`config.mk`:
```
export PLATFORM = sky130hd
export DESIGN_NAME = block_transposition_cipher_flat
export DESIGN_NICKNAME = d
export VERILOG_FILES = /design/src/rtl/btc_pkg.sv /design/src/rtl/btc_ifs.sv /design/src/rtl/block_transposition_cipher.sv /design/src/flat_wrapper.sv
export VERILOG_INCLUDE_DIRS = /design/src /design/src/rtl
export SDC_FILE = /design/constraint.sdc
export NUM_CORES = 1
export LEC_CHECK = 0
export ABC_AREA = 1
export BUFFER_PORTS_ARGS = -buffer_cell sky130_fd_sc_hd__buf_2
export CAP_MARGIN = 20
export CORE_ASPECT_RATIO = 1.2
export CORE_UTILIZATION = 52
export CTS_CLUSTER_DIAMETER = 50
export CTS_CLUSTER_SIZE = 16
export DETAILED_ROUTE_END_ITERATION = 16
export HOLD_SLACK_MARGIN = 0.05
export PLACE_DENSITY = 0.82
export SYNTH_ARGS = -nofsm -noshare
export SYNTH_HDL_FRONTEND = slang
export SYNTH_SLANG_ARGS = --single-unit
```
`constraint.sdc`:
```
create_clock -name clk_i -period 2.5 [get_ports clk_i]
set_input_delay 0.375 -clock clk_i [delete_from_list [all_inputs] [get_ports clk_i]]
set_output_delay 0.375 -clock clk_i [all_outputs]
set_load 0.1 [all_outputs]
```
`src/rtl/assert_macros.svh`:
```
// Assertion macros shared by the RTL of the block transposition cipher.
`ifndef ASSERT_MACROS_SVH
`define ASSERT_MACROS_SVH

// Checks a property on every rising clock edge outside reset.
`define BTC_ASSERT(lbl, prop, msg) \
  lbl: assert property (@(posedge clk_i) disable iff (!rst_ni) (prop)) else $error(msg);

// Checks that a condition never holds outside reset.
`define BTC_ASSERT_NEVER(lbl, cond, msg) \
  lbl: assert property (@(posedge clk_i) disable iff (!rst_ni) !(cond)) else $error(msg);

`endif

```
`src/rtl/btc_pkg.sv`:
```
// Types and constants of the block transposition cipher.
package btc_pkg;

  localparam int unsigned LenW  = 5;
  localparam int unsigned KeyW  = 4;
  localparam int unsigned DataW = 8;

  localparam logic [DataW-1:0] PadChar = 8'h20;

  localparam logic [LenW-1:0] BlockLengthReset = 5'd16;
  localparam logic [63:0]     KeyTableReset    = 64'hFEDC_BA98_7654_3210;

  localparam logic RegBlockLength = 1'b0;
  localparam logic RegKeyTable    = 1'b1;

  typedef struct packed {
    logic [DataW-1:0] data_byte;
    logic             end_of_message;
  } in_item_t;

  typedef struct packed {
    logic [DataW-1:0] cipher_byte;
    logic             last_of_block;
    logic             last_of_message;
    logic             key_fault;
  } out_item_t;

endpackage

```
`src/rtl/btc_ifs.sv`:
```
// Valid/ready channel interfaces for plaintext and ciphertext transactions.
interface btc_in_if;
  import btc_pkg::*;

  logic     valid;
  logic     ready;
  in_item_t payload;

  modport source (output valid, output payload, input ready);
  modport sink (input valid, input payload, output ready);
endinterface

interface btc_out_if;
  import btc_pkg::*;

  logic      valid;
  logic      ready;
  out_item_t payload;

  modport source (output valid, output payload, input ready);
  modport sink (input valid, input payload, output ready);
endinterface

```
`src/rtl/block_transposition_cipher.sv`:
```
// Top level of the block transposition cipher with its APB register port.
// A byte that does not close a block is taken while the cipher is idle.
// A closed block is emitted one ciphertext byte at a time, each read from the buffer
// and then held until the output takes it; input is held off while a block is emitted.
// Reset restores the block length and identity key and empties the current block.
`include "assert_macros.svh"

module block_transposition_cipher #(
  parameter int unsigned MAX_BLOCK = 16
) (
  input  logic             clk_i,
  input  logic             rst_ni,
  input  logic             psel,
  input  logic             penable,
  input  logic             pwrite,
  input  logic [3:0]       paddr,
  input  logic [63:0]      pwdata,
  output logic [63:0]      prdata,
  output logic             pready,
  btc_in_if.sink           in_i,
  btc_out_if.source        out_o
);
  import btc_pkg::*;

  localparam int unsigned AddrW = $clog2(MAX_BLOCK);
  localparam int unsigned CntW  = $clog2(MAX_BLOCK + 1);

  localparam logic [1:0] S_IDLE = 2'd0;
  localparam logic [1:0] S_RD   = 2'd1;
  localparam logic [1:0] S_OUT  = 2'd2;

  logic [LenW-1:0]  len_reg_q;
  logic [63:0]      key_q;
  logic [CntW-1:0]  eff_len;
  logic             cfg_wr;

  logic [1:0]       state_q, state_d;
  logic [CntW-1:0]  fill_q, fill_d, fill_inc;
  logic [CntW-1:0]  done_q, done_d;
  logic             eom_q, eom_d;
  logic [AddrW-1:0] j_q, j_d;
  logic             in_acc, complete;

  logic [DataW-1:0] mem [MAX_BLOCK];
  logic [DataW-1:0] rdata_q;
  logic [KeyW-1:0]  src;
  logic             src_fault, src_pad, src_last;
  logic             space_q, fault_q, lob_q, lom_q;

  assign pready = 1'b1;
  assign cfg_wr = psel & penable & pwrite;

  always_ff @(posedge clk_i or negedge rst_ni) begin
    if (!rst_ni) begin
      len_reg_q <= BlockLengthReset;
      key_q     <= KeyTableReset;
    end else if (cfg_wr) begin
      unique case (paddr[3])
        RegBlockLength: len_reg_q <= pwdata[LenW-1:0];
        RegKeyTable:    key_q     <= pwdata;
        default:        ;
      endcase
    end
  end

  always_comb begin
    unique case (paddr[3])
      RegBlockLength: prdata = {{(64 - LenW){1'b0}}, len_reg_q};
      RegKeyTable:    prdata = key_q;
      default:        prdata = '0;
    endcase
  end

  always_comb begin
    if (len_reg_q == '0) begin
      eff_len = CntW'(1);
    end else if (len_reg_q > LenW'(MAX_BLOCK)) begin
      eff_len = CntW'(MAX_BLOCK);
    end else begin
      eff_len = CntW'(len_reg_q);
    end
  end

  assign in_i.ready = (state_q == S_IDLE);
  assign in_acc     = in_i.valid & in_i.ready;
  assign fill_inc   = fill_q + CntW'(1);
  assign complete   = (fill_inc >= eff_len) | in_i.payload.end_of_message;

  assign src       = KeyW'(key_q >> (6'(j_q) << 2));
  assign src_fault = LenW'(src) >= LenW'(eff_len);
  assign src_pad   = LenW'(src) >= LenW'(done_q);
  assign src_last  = (LenW'(j_q) + LenW'(1)) == LenW'(eff_len);

  always_comb begin
    state_d = state_q;
    fill_d  = fill_q;
    done_d  = done_q;
    eom_d   = eom_q;
    j_d     = j_q;
    unique case (state_q)
      S_IDLE: begin
        if (in_acc) begin
          if (complete) begin
            fill_d  = '0;
            done_d  = fill_inc;
            eom_d   = in_i.payload.end_of_message;
            j_d     = '0;
            state_d = S_RD;
          end else begin
            fill_d = fill_inc;
          end
        end
      end
      S_RD: begin
        state_d = S_OUT;
      end
      S_OUT: begin
        if (out_o.ready) begin
          if (lob_q) begin
            state_d = S_IDLE;
          end else begin
            j_d     = j_q + AddrW'(1);
            state_d = S_RD;
          end
        end
      end
      default: state_d = S_IDLE;
    endcase
  end

  always_ff @(posedge clk_i or negedge rst_ni) begin
    if (!rst_ni) begin
      state_q <= S_IDLE;
      fill_q  <= '0;
      done_q  <= '0;
      eom_q   <= 1'b0;
      j_q     <= '0;
    end else begin
      state_q <= state_d;
      fill_q  <= fill_d;
      done_q  <= done_d;
      eom_q   <= eom_d;
      j_q     <= j_d;
    end
  end

  always_ff @(posedge clk_i) begin
    if (in_acc) begin
      mem[fill_q[AddrW-1:0]] <= in_i.payload.data_byte;
    end
    if (state_q == S_RD) begin
      rdata_q <= mem[src[AddrW-1:0]];
    end
  end

  always_ff @(posedge clk_i) begin
    if (state_q == S_RD) begin
      space_q <= src_fault | src_pad;
      fault_q <= src_fault;
      lob_q   <= src_last;
      lom_q   <= src_last & eom_q;
    end
  end

  assign out_o.valid                   = (state_q == S_OUT);
  assign out_o.payload.cipher_byte     = space_q ? PadChar : rdata_q;
  assign out_o.payload.last_of_block   = lob_q;
  assign out_o.payload.last_of_message = lom_q;
  assign out_o.payload.key_fault       = fault_q;

  `BTC_ASSERT_NEVER(a_no_input_while_emitting, out_o.valid && in_i.ready, "input open during emission")
  `BTC_ASSERT(a_block_start, (in_acc && complete) |=> (state_q == S_RD && j_q == '0 && fill_q == '0), "closed block did not start emission")
  `BTC_ASSERT(a_fill_range, fill_q < CntW'(MAX_BLOCK), "fill count beyond buffer depth")

endmodule
```
`src/flat_wrapper.sv`:
```
// flat-port wrapper written by rule: the top's interface ports become plain ports
module block_transposition_cipher_flat import btc_pkg::*;
#(
  parameter int unsigned MAX_BLOCK = 16
)
  (clk_i, rst_ni, psel, penable, pwrite, paddr, pwdata, prdata, pready, in_i_valid, in_i_payload, in_i_ready, out_o_valid, out_o_payload, out_o_ready);
  btc_in_if in_i_i ();
  btc_out_if out_o_i ();
  input  logic clk_i;
  input  logic rst_ni;
  input  logic psel;
  input  logic penable;
  input  logic pwrite;
  input  logic [3:0] paddr;
  input  logic [63:0] pwdata;
  output logic [63:0] prdata;
  output logic pready;
  input wire logic [$bits(in_i_i.valid)-1:0] in_i_valid;
  input wire logic [$bits(in_i_i.payload)-1:0] in_i_payload;
  output wire logic [$bits(in_i_i.ready)-1:0] in_i_ready;
  output wire logic [$bits(out_o_i.valid)-1:0] out_o_valid;
  output wire logic [$bits(out_o_i.payload)-1:0] out_o_payload;
  input wire logic [$bits(out_o_i.ready)-1:0] out_o_ready;
  assign in_i_i.valid = in_i_valid;
  assign in_i_i.payload = in_i_payload;
  assign in_i_ready = in_i_i.ready;
  assign out_o_valid = out_o_i.valid;
  assign out_o_payload = out_o_i.payload;
  assign out_o_i.ready = out_o_ready;
  block_transposition_cipher #(.MAX_BLOCK(MAX_BLOCK)) u_core (.clk_i(clk_i), .rst_ni(rst_ni), .psel(psel), .penable(penable), .pwrite(pwrite), .paddr(paddr), .pwdata(pwdata), .prdata(prdata), .pready(pready), .in_i(in_i_i), .out_o(out_o_i));
endmodule
```
==> results.py, run 1 <==
metrics = {
    "final_layout": {
        "fin_nets": 1448,
        "final_util_pct": 64.5,
        "fillers": 1525,
        "layoutNonFillerInstCount": 1627,
        "areaGrowthSynthToFinish_pct": 21.6,
        "layout-drive-gt1-share_pct": 26.6,
        "fin_area_sq_um": 13500,
        "num_antenna_cells": 0,
    },
    "synthesis": {
        "syn_nets": 1266,
        "syn_avg_cell_area_sq_um": 9.55,
        "syn-cell-area_sq_um": 11100,
        "synth-simple-area-share_pct": 21.4,
        "yosysUniqueCellTypes": 37,
        "synthXorXnorAreaFrac_pct": 0.551,
        "muxShareOfSynthArea_pct": 4.25,
        "ys_ff_latch": 226,
        "synth-edff-count": 140,
        "synth_commonest_cells": "nand2_1, inv_1, nand3_1",
        "yosys_warnings": 0,
        "synth_top_family_by_area": "simple AND/OR/NAND/NOR gates",
        "ys.flop_type": "edfxtp_1",
        "synth-async-reset-ratio_pct": 38.1,
        "syn-instance-count": 1164,
        "yosysTopAreaCell": "edfxtp_1",
        "synthAdderAreaFrac_pct": 2.03,
        "yosysMostFrequentCell": "nand2_1",
        "synth_compound_area_share_pct": 4.17,
        "yosysSeqAreaShare_pct": 57.5,
        "synth_top_area_share_pct": 37.8,
        "yosys-top-cells-area": "edfxtp_1, dfrtp_1, nand2_1",
    },
    "grt": {
        "top_usage_layer": "met2",
        "grt_max_degree": 65,
        "met1_usage_pct": 30.7,
        "antenna_found_initial": 0,
        "gr-usage-met3_pct": 3.15,
        "use_met2_pct": 46.2,
        "grt_pass1_vias": 8404,
        "grtUsageTotal_pct": 25.6,
        "grt_pass1_wl_microns": 43200,
        "overflow": 0,
    },
    "detailed_routing": {
        "vias": 8805,
        "drt_iter0_markers": 651,
        "drt-total-wl_microns": 27700,
        "routed_via_density": 5.41,
        "drt-wirelength-per-cell_microns": 17.1,
        "drcViolationCount": 0,
        "dr.pass1.iters": 6,
        "ant_nets": 0,
    },
    "placement": {
        "dp.cells": 1584,
        "port_buffers": 157,
        "place.gp.congestion": 0.847,
        "placed_area_sq_um": 12700,
        "dp_hpwl_microns": 19100,
        "pre_cts_slack_ns": -0.0589,
    },
    "clocking": {
        "cts.sink_count": 226,
        "clk_pin_slew_ns": 0.07,
        "htreeDepth": 1,
        "ctsRootBufferMaster": "clkbuf_16",
        "cts_tree": "done",
        "clock_latency_ns": 0.50,
        "cts_buffers": 21,
        "cts_max_path_buffers": 3,
    },
    "die": {
        "core_sq_um": 21000,
        "dieArea_sq_um": 22000,
        "die_w_microns": 135,
        "row_count": 58,
        "io_pins": 162,
        "initial_core_util_pct": 53.0,
        "die_h_microns": 162,
    },
    "critical_path": {
        "cp_max_fo": 8,
        "startpoint_type": "flop",
        "path_class": "reg2reg",
        "arrival_ns": 2.70,
        "cp-end-kind": "flop",
        "cp.required_ns": 2.74,
    },
    "sta": {
        "tightest_slew_ns": 0.733,
        "hold_violations": 0,
        "finalSetupViolCount": 0,
        "min_period_over_period_pct": 98.5,
        "clock.fmax_ghz": 0.406,
        "grt_setup_unrepaired": "yes",
        "slew_violations": 0,
        "finClkSkew_ns": 0.0108,
        "fin_crit_ns": 2.46,
        "setup_ws_ns": 0.0386,
        "slew_headroom_pct": 50.9,
    },
    "pwr": {
        "power.density_nw_per_um2": 1150,
        "power.leakage_nw": 6.42,
        "ir_drop_uv": 1090,
    },
    "status": {
        "status": "finished clean",
    },
    "job": {
        "max-cap-violations": 0,
    },
    "min_path": {
        "hold_class": "in2reg",
    },
}
-- cell families (layout without fill, tap and decap cells) --
logic type,count (synthesis),in the layout
adders and majority gates,18,18
DFF,226,226
AOI/OAI and AO/OA,87,87
and+or+nand+nor,521,521
buffers and inverters,262,455
xor gates and xnor gates,7,7
muxes,42,42
other,1,1
-- registers in the layout, summed over array words and instances, names as in the netlist --
name              flops
u_core.rdata_q        8
u_core.len_reg_q      5
u_core.fault_q        1
u_core.lob_q          1
u_core.mem          128
u_core.state_q        2
u_core.eom_q          1
u_core.key_q         64
u_core.lom_q          1
u_core.fill_q         5
u_core.space_q        1
u_core.j_q            4
u_core.done_q         5
-- final timing paths --
check,startpoint,to,slack (ns),cells past startpoint
min reg2reg,u_core.key_q[57],u_core.key_q[57],0.49,2
max reg2reg,u_core.j_q[0],u_core.space_q,0.04,15
min in group asynchronous,rst_ni,u_core.key_q[34],0.40,2
max,u_core.j_q[0],u_core.space_q,0.04,15
max in group asynchronous,rst_ni,u_core.key_q[59],1.39,3
min,out_o_ready,u_core.state_q[1],0.07,2
-- placed cells by master (no fill, tap or decap), drive strengths merged --
cell	n
nand2	242
conb	1
dfrtp	53
o21a	2
nor3	1
o21bai	2
o31ai	1
o2111ai	1
nand3b	57
nor2	69
or2	1
a31oi	1
and2	1
xnor2	1
o21ai	47
clkinvlp	3
xor2	6
clkbuf	23
nand4	1
a21boi	2
and3	1
dfstp	33
mux2	42
buf	219
bufinv	1
clkinv	4
o211ai	2
nand3	148
inv	204
ha	18
dlygate4sd3	1
edfxtp	140
o22ai	1
a21oi	28
-- what timing repair did --
| action | 4_1_cts | 5_1_grt |
|---|---|---|
| hold buffers | 1 | 0 |
| endpoints found under the hold margin | 30 | 0 |
| endpoints found under the setup margin | 1 | 16 |
| setup buffers | 0 | 7 |
| gates cloned | 1 | 0 |
| resized for setup | 9 | 26 |
| pin swaps | 0 | 15 |
-- report_power, final --
group	internal [mW]	leakage, nW	total, mW	switching, mW
Clock	1.66	0.306	3.05	1.38
Sequential	4.64	2.26	4.98	0.341
Combinational	2.45	3.86	7.58	5.13
Total	8.75	6.42	15.6	6.85
-- layout make-up --
class                   instances  area [sq um]  share of cell area, %
flip-flops and latches        226          6400                   47.3
multi-input cells             676          3710                   27.4
repair buffers                220          1680                   12.4
inverters                     201           757                   5.60
clock buffers                  23           533                   3.94
well taps                     270           338                   2.50
clock inverters                11           109                  0.805
-- critical path, stage by stage, from the launching register on --
cell      delay (ns)
dfrtp_2         0.46
inv_2           0.10
buf_12          0.12
buf_6           0.12
nand2_1         0.05
nand3_1         0.09
nand2_1         0.06
a21oi_1         0.14
o21ai_1         0.10
nand2_2         0.16
ha_4            0.22
inv_1           0.06
a21oi_1         0.05
o21ai_1         0.18
a21oi_2         0.10
o21bai_2        0.20
-- per-stage QoR --
stage	total power [mW]	TNS [ns]	hold slack, ns
global route	16.4	-0.132	0.0751
detailed placement	12.2	-0.0589	0.393
CTS	15.3	0	0.0566
global placement	12.0	0	0.388
floorplan	10.1	-3.63	0.0794
finish	15.6	0	0.0706
-- routing by layer --
| layer | wire, microns | share of wire (%) |
|---|---|---|
| met5 | 0 | 0 |
| met4 | 1030 | 3.7 |
| met3 | 1900 | 6.9 |
| met2 | 14400 | 52 |
| met1 | 10400 | 38 |
No activity file was read; power rests on OpenSTA's default activity.
==> inputs of run 2 (changes only) <==
- PLACE_DENSITY: 0.82 -> 0.77
==> run 2 against run 1 <==
Against the previous run: the run now ends with setup timing left; clock power grew 6%; worst hold slack improved by 0.016 ns; cell count grew 0.55%; clock-buffer cell count grew 5; die area did not move; clock skew is 0.0089 ns higher; sequential share of layout area down 0.65 points; utilization grew 0.87 points; sequential cell count stayed put; critical path type unchanged; largest cell class unchanged; largest power group unchanged.
==> results.py, run 2 (same netlist as run 1, synthesis figures left out) <==
metrics = {
    "status": {
        "status": "finished, violations left",
        "violations": "setup timing",
    },
    "clocking": {
        "cts_buffers": 20,
        "htreeDepth": 1,
        "cts_max_path_buffers": 3,
        "clock_latency_ns": 0.50,
        "ctsRootBufferMaster": "clkbuf_16",
        "cts_tree": "done",
        "clk_pin_slew_ns": 0.07,
        "cts.sink_count": 226,
    },
    "grt": {
        "grtUsageTotal_pct": 25.2,
        "grt_max_degree": 65,
        "antenna_found_initial": 0,
        "grt_pass1_vias": 8485,
        "overflow": 0,
        "grt_pass1_wl_microns": 42800,
    },
    "final_layout": {
        "areaGrowthSynthToFinish_pct": 23.3,
        "layoutNonFillerInstCount": 1636,
        "final_util_pct": 65.4,
        "layout-drive-gt1-share_pct": 28.2,
        "layout_commonest_cell": "nand2_1",
        "fin_area_sq_um": 13700,
        "most-common-layout-cells": "nand2_1, inv_1, buf_2",
        "num_antenna_cells": 0,
        "fin_nets": 1454,
        "largest_reg_flops": 128,
    },
    "detailed_routing": {
        "drcViolationCount": 0,
        "drt_iter0_markers": 610,
        "routed_via_density": 5.35,
        "dr.pass1.iters": 7,
        "ant_nets": 0,
        "drt-total-wl_microns": 28200,
        "drt-wirelength-per-cell_microns": 17.2,
        "vias": 8760,
    },
    "sta": {
        "finClkSkew_ns": 0.0197,
        "tightest_slew_ns": 0.720,
        "slew_headroom_pct": 51.8,
        "min_period_over_period_pct": 100,
        "clock.fmax_ghz": 0.400,
        "slew_violations": 0,
        "fin_crit_ns": 2.50,
        "finalSetupViolCount": 1,
        "hold_violations": 0,
        "grt_setup_unrepaired": "yes",
        "setup_ws_ns": -0.00166,
    },
    "pwr": {
        "report.power.total_mw": 15.8,
        "ir_drop_uv": 996,
        "power.density_nw_per_um2": 1150,
        "power.leakage_nw": 6.52,
    },
    "critical_path": {
        "critPathSlowestCell": "dfrtp_2",
        "cp_cell_sequence": "clkbuf_16 -> nand2_2 -> nand3_2 -> nand2_2 -> nor2_4 -> nand2_4 -> nand2_4 -> inv_4 -> ha_4 -> inv_2 -> a21boi_2 -> o21a_1 -> o21a_1 -> nor2_2 -> o21bai_1",
        "path_class": "reg2reg",
        "cpPeakStageDelay_ns": 0.55,
        "arrival_ns": 2.76,
        "cp-end-kind": "flop",
        "startpoint_type": "flop",
        "cp_max_fo": 7,
        "cp.required_ns": 2.76,
    },
    "placement": {
        "placed_area_sq_um": 12600,
        "dp_hpwl_microns": 18800,
        "port_buffers": 157,
        "dp.cells": 1588,
        "place.gp.congestion": 0.907,
    },
    "die": {
        "die_h_microns": 162,
        "dieArea_sq_um": 22000,
        "core_sq_um": 21000,
        "io_pins": 162,
        "initial_core_util_pct": 53.0,
        "row_count": 58,
        "die_w_microns": 135,
    },
    "job": {
        "max-cap-violations": 0,
    },
    "min_path": {
        "hold_class": "in2reg",
    },
}
==> run 2: metrics by stage <==
step	setup slack, ns	hold WS [ns]	setup TNS [ns]
after floorplan	-0.725	0.0794	-3.63
after global placement	0.0181	0.363	0
after detailed placement	-0.0355	0.362	-0.0652
after CTS	0.0162	0.0793	0
after global routing	-0.0738	0.0723	-0.154
final	-0.00166	0.0866	-0.00166
==> run 2: final timing paths <==
| check | startpoint | to | slack [ns] | cells past startpoint |
|---|---|---|---|---|
| max | u_core.j_q[0] | u_core.space_q | -0.002 | 15 |
| min | out_o_ready | u_core.state_q[1] | 0.09 | 2 |
| max reg2reg | u_core.j_q[0] | u_core.space_q | -0.002 | 15 |
| min reg2reg | u_core.key_q[41] | u_core.key_q[41] | 0.49 | 2 |
| max in group asynchronous | rst_ni | u_core.key_q[39] | 1.44 | 3 |
| min in group asynchronous | rst_ni | u_core.key_q[46] | 0.37 | 2 |
==> run 2: area by class of cell <==
cell class	instances	area, sq um
clock buffer	28	583
multi-input combinational	676	3800
inverter	201	769
timing repair buffer	227	1720
fill	1554	7260
sequential	226	6400
tap	270	338
clock inverter	8	105
==> run 2: power breakdown <==
part / internal (mW) / switching, mW / total (mW) / leakage [nW]
combinational: 2.42 / 5.17 / 7.59 / 3.92
clock: 1.86 / 1.37 / 3.23 / 0.338
sequential: 4.63 / 0.368 / 5.00 / 2.26
total: 8.91 / 6.91 / 15.8 / 6.52
==> run 2: repair_timing <==
action                                  CTS  global route
resized for setup                         3            67
hold buffers                              1             0
buffers inserted                          0             8
endpoints found under the hold margin    16             0
pin swaps                                 0            26
gates cloned                              0             4
endpoints found under the setup margin    3            12
==> run 2: metal layers <==
| metal | track usage [%] | part of all wire (%) |
|---|---|---|
| met5 | 0 | 0 |
| met2 | 44.9 | 52 |
| met1 | 30.1 | 37 |
| met4 | 10.6 | 4.2 |
| met3 | 3.87 | 6.5 |
==> run 2: worst max-delay path, delay by kind of cell, from the launching register on <==
family,cells,cell delay [ns]
AO/OA/AOI/OAI,4,0.54
flip-flops,1,0.55
buffers and inverters,3,0.33
AND/OR/NAND/NOR,7,0.60
adder cells (fa/ha/maj),1,0.23
==> inputs of run 3 (changes only) <==
- CORE_UTILIZATION: 52 -> 58
- PLACE_DENSITY: 0.77 -> 0.81
- SLEW_MARGIN: default -> 15
- clock period: 2.5 -> 2.39 ns (I/O delays scaled with it)
==> run 3 against run 2 <==
Against the previous run: via count up 2.4%; highest routed layer unchanged; die area fell by 10%; the run still ends with setup timing left; worst setup slack lost 0.050 ns; largest cell class unchanged; worst hold slack got worse by 0.0069 ns; routed wire length rose by 8.3%; utilization increased by 11 points; combinational power increased by 11%; global-route usage grew 4.3 points; clock skew shrank 0.0064 ns; cell area is 5.3% higher; fmax up 2.5%; largest power group unchanged.
==> results.py, run 3 (same netlist as run 1, synthesis figures left out) <==
metrics = {
    "status": {
        "status": "finished, violations left",
        "violations": "setup timing",
    },
    "clocking": {
        "ctsRootBufferMaster": "clkbuf_16",
        "clock_latency_ns": 0.51,
        "htreeDepth": 1,
        "cts_max_path_buffers": 3,
        "cts_tree": "done",
        "cts_buffers": 20,
        "clk_pin_slew_ns": 0.07,
        "cts.sink_count": 226,
    },
    "sta": {
        "hold_violations": 0,
        "setup_tns_ns": -0.0625,
        "slew_violations": 0,
        "grt_setup_unrepaired": "yes",
        "holdWs_ns": 0.0797,
        "finalSetupViolCount": 3,
        "tightest_slew_ns": 0.649,
        "fin_crit_ns": 2.44,
        "finClkSkew_ns": 0.0132,
        "clock.fmax_ghz": 0.410,
        "slew_headroom_pct": 56.6,
        "min_period_over_period_pct": 102,
        "setup_ws_ns": -0.0513,
    },
    "detailed_routing": {
        "dr.pass1.iters": 5,
        "drt-wirelength-per-cell_microns": 18.9,
        "vias": 8973,
        "routed_via_density": 5.56,
        "drt_iter0_markers": 764,
        "drcViolationCount": 0,
        "ant_nets": 0,
        "drt-total-wl_microns": 30500,
    },
    "grt": {
        "antenna_found_initial": 0,
        "grt_pass1_vias": 8814,
        "grtUsageTotal_pct": 29.5,
        "grt_pass1_wl_microns": 44900,
        "overflow": 0,
        "grt_max_degree": 65,
    },
    "min_path": {
        "hold_class": "in2reg",
    },
    "critical_path": {
        "cp_max_fo": 6,
        "cp.required_ns": 2.65,
        "startpoint_type": "flop",
        "path_class": "reg2reg",
        "cp-end-kind": "flop",
        "arrival_ns": 2.70,
    },
    "die": {
        "core_sq_um": 18800,
        "die_h_microns": 154,
        "io_pins": 162,
        "die_w_microns": 128,
        "initial_core_util_pct": 59.2,
        "row_count": 55,
        "dieArea_sq_um": 19700,
    },
    "final_layout": {
        "most-common-layout-cells": "nand2_1, inv_1, nand3_1",
        "layout_commonest_cell": "nand2_1",
        "layout-drive-gt1-share_pct": 28.3,
        "final_util_pct": 76.8,
        "largest_reg_flops": 128,
        "fin_nets": 1448,
        "areaGrowthSynthToFinish_pct": 29.8,
        "fin_area_sq_um": 14400,
        "num_antenna_cells": 0,
    },
    "placement": {
        "place.gp.congestion": 0.846,
        "port_buffers": 157,
        "placed_area_sq_um": 13300,
        "dp_hpwl_microns": 19300,
    },
    "pwr": {
        "power.leakage_nw": 6.66,
        "ir_drop_uv": 828,
        "report.power.total_mw": 16.8,
        "power.density_nw_per_um2": 1170,
    },
    "job": {
        "max-cap-violations": 0,
    },
}
## run 3: cell count changes in the layout (fill, tap and decap cells not counted), moves of 6 or more
cell     before  now
nand3_2       9    3
o21ai_0      35   28
o21ai_1       8   17
buf_4        49   41
buf_12       22   74
buf_2       142   92
## run 3: where the power goes
| part | switching [mW] | total [mW] | internal [mW] |
|---|---|---|---|
| sequential | 0.391 | 5.24 | 4.85 |
| clock | 1.46 | 3.19 | 1.73 |
| combinational | 5.52 | 8.41 | 2.89 |
## run 3: worst max-delay path: stages, from the launching register on
cell and delay, ns:
dfrtp_4 0.51, buf_6 0.15, clkbuf_16 0.16, buf_4 0.16
a21oi_1 0.15, a21oi_1 0.10, o21ai_1 0.10, nand2_2 0.13
ha_1 0.29, o21a_1 0.10, o21a_1 0.18, nor2_1 0.10
o21bai_1 0.07
## run 3: cell type report
type	count	area, sq um
well taps	256	320
multi-input cells	676	3860
inverters	201	777
fillers	1145	4350
repair buffers	220	2440
clock buffers	25	541
repair inverters	1	8.76
clock inverters	8	82.6
flip-flops and latches	226	6410
## run 3: path summary, 6_finish.rpt
kind                       cells after the start          endpoint           from  slack (ns)
hold / removal                                 3  u_core.key_q[39]     pwdata[39]        0.08
min in group asynchronous                      2  u_core.key_q[15]         rst_ni        0.38
hold reg to reg                                2      u_core.eom_q   u_core.eom_q        0.48
max in group asynchronous                      3  u_core.key_q[18]         rst_ni        1.28
setup / recovery                              12    u_core.space_q  u_core.j_q[0]       -0.05
setup reg to reg                              12    u_core.space_q  u_core.j_q[0]       -0.05
## run 3: stage by stage
| step | setup slack (ns) | std cells |
|---|---|---|
| finish | -0.0513 | 1613 |
| global route | -0.148 | 1613 |
| CTS | -0.00781 | 1596 |
| detailed placement | -0.0892 | 1560 |
| global placement | -0.00967 | 1560 |
| floorplan | -0.0565 | 1164 |
## run 3: what timing repair did
action                                 in CTS  in global routing
setup endpoints to repair                  15                 21
pin swaps                                   0                 30
hold buffers                                2                  0
buffers inserted                            1                 10
resized for setup                           6                 74
endpoints found under the hold margin      34                  0
cloned                                      0                  7
## run 3: per-layer routing
metal	part of all wire, %	vias to the layer above	GRT usage (%)
met4	6.3	0	14.8
met1	35	4234	33.7
met3	7.9	123	5.36
li1	-	4129	-
met2	51	487	52.4
met5	0	-	0
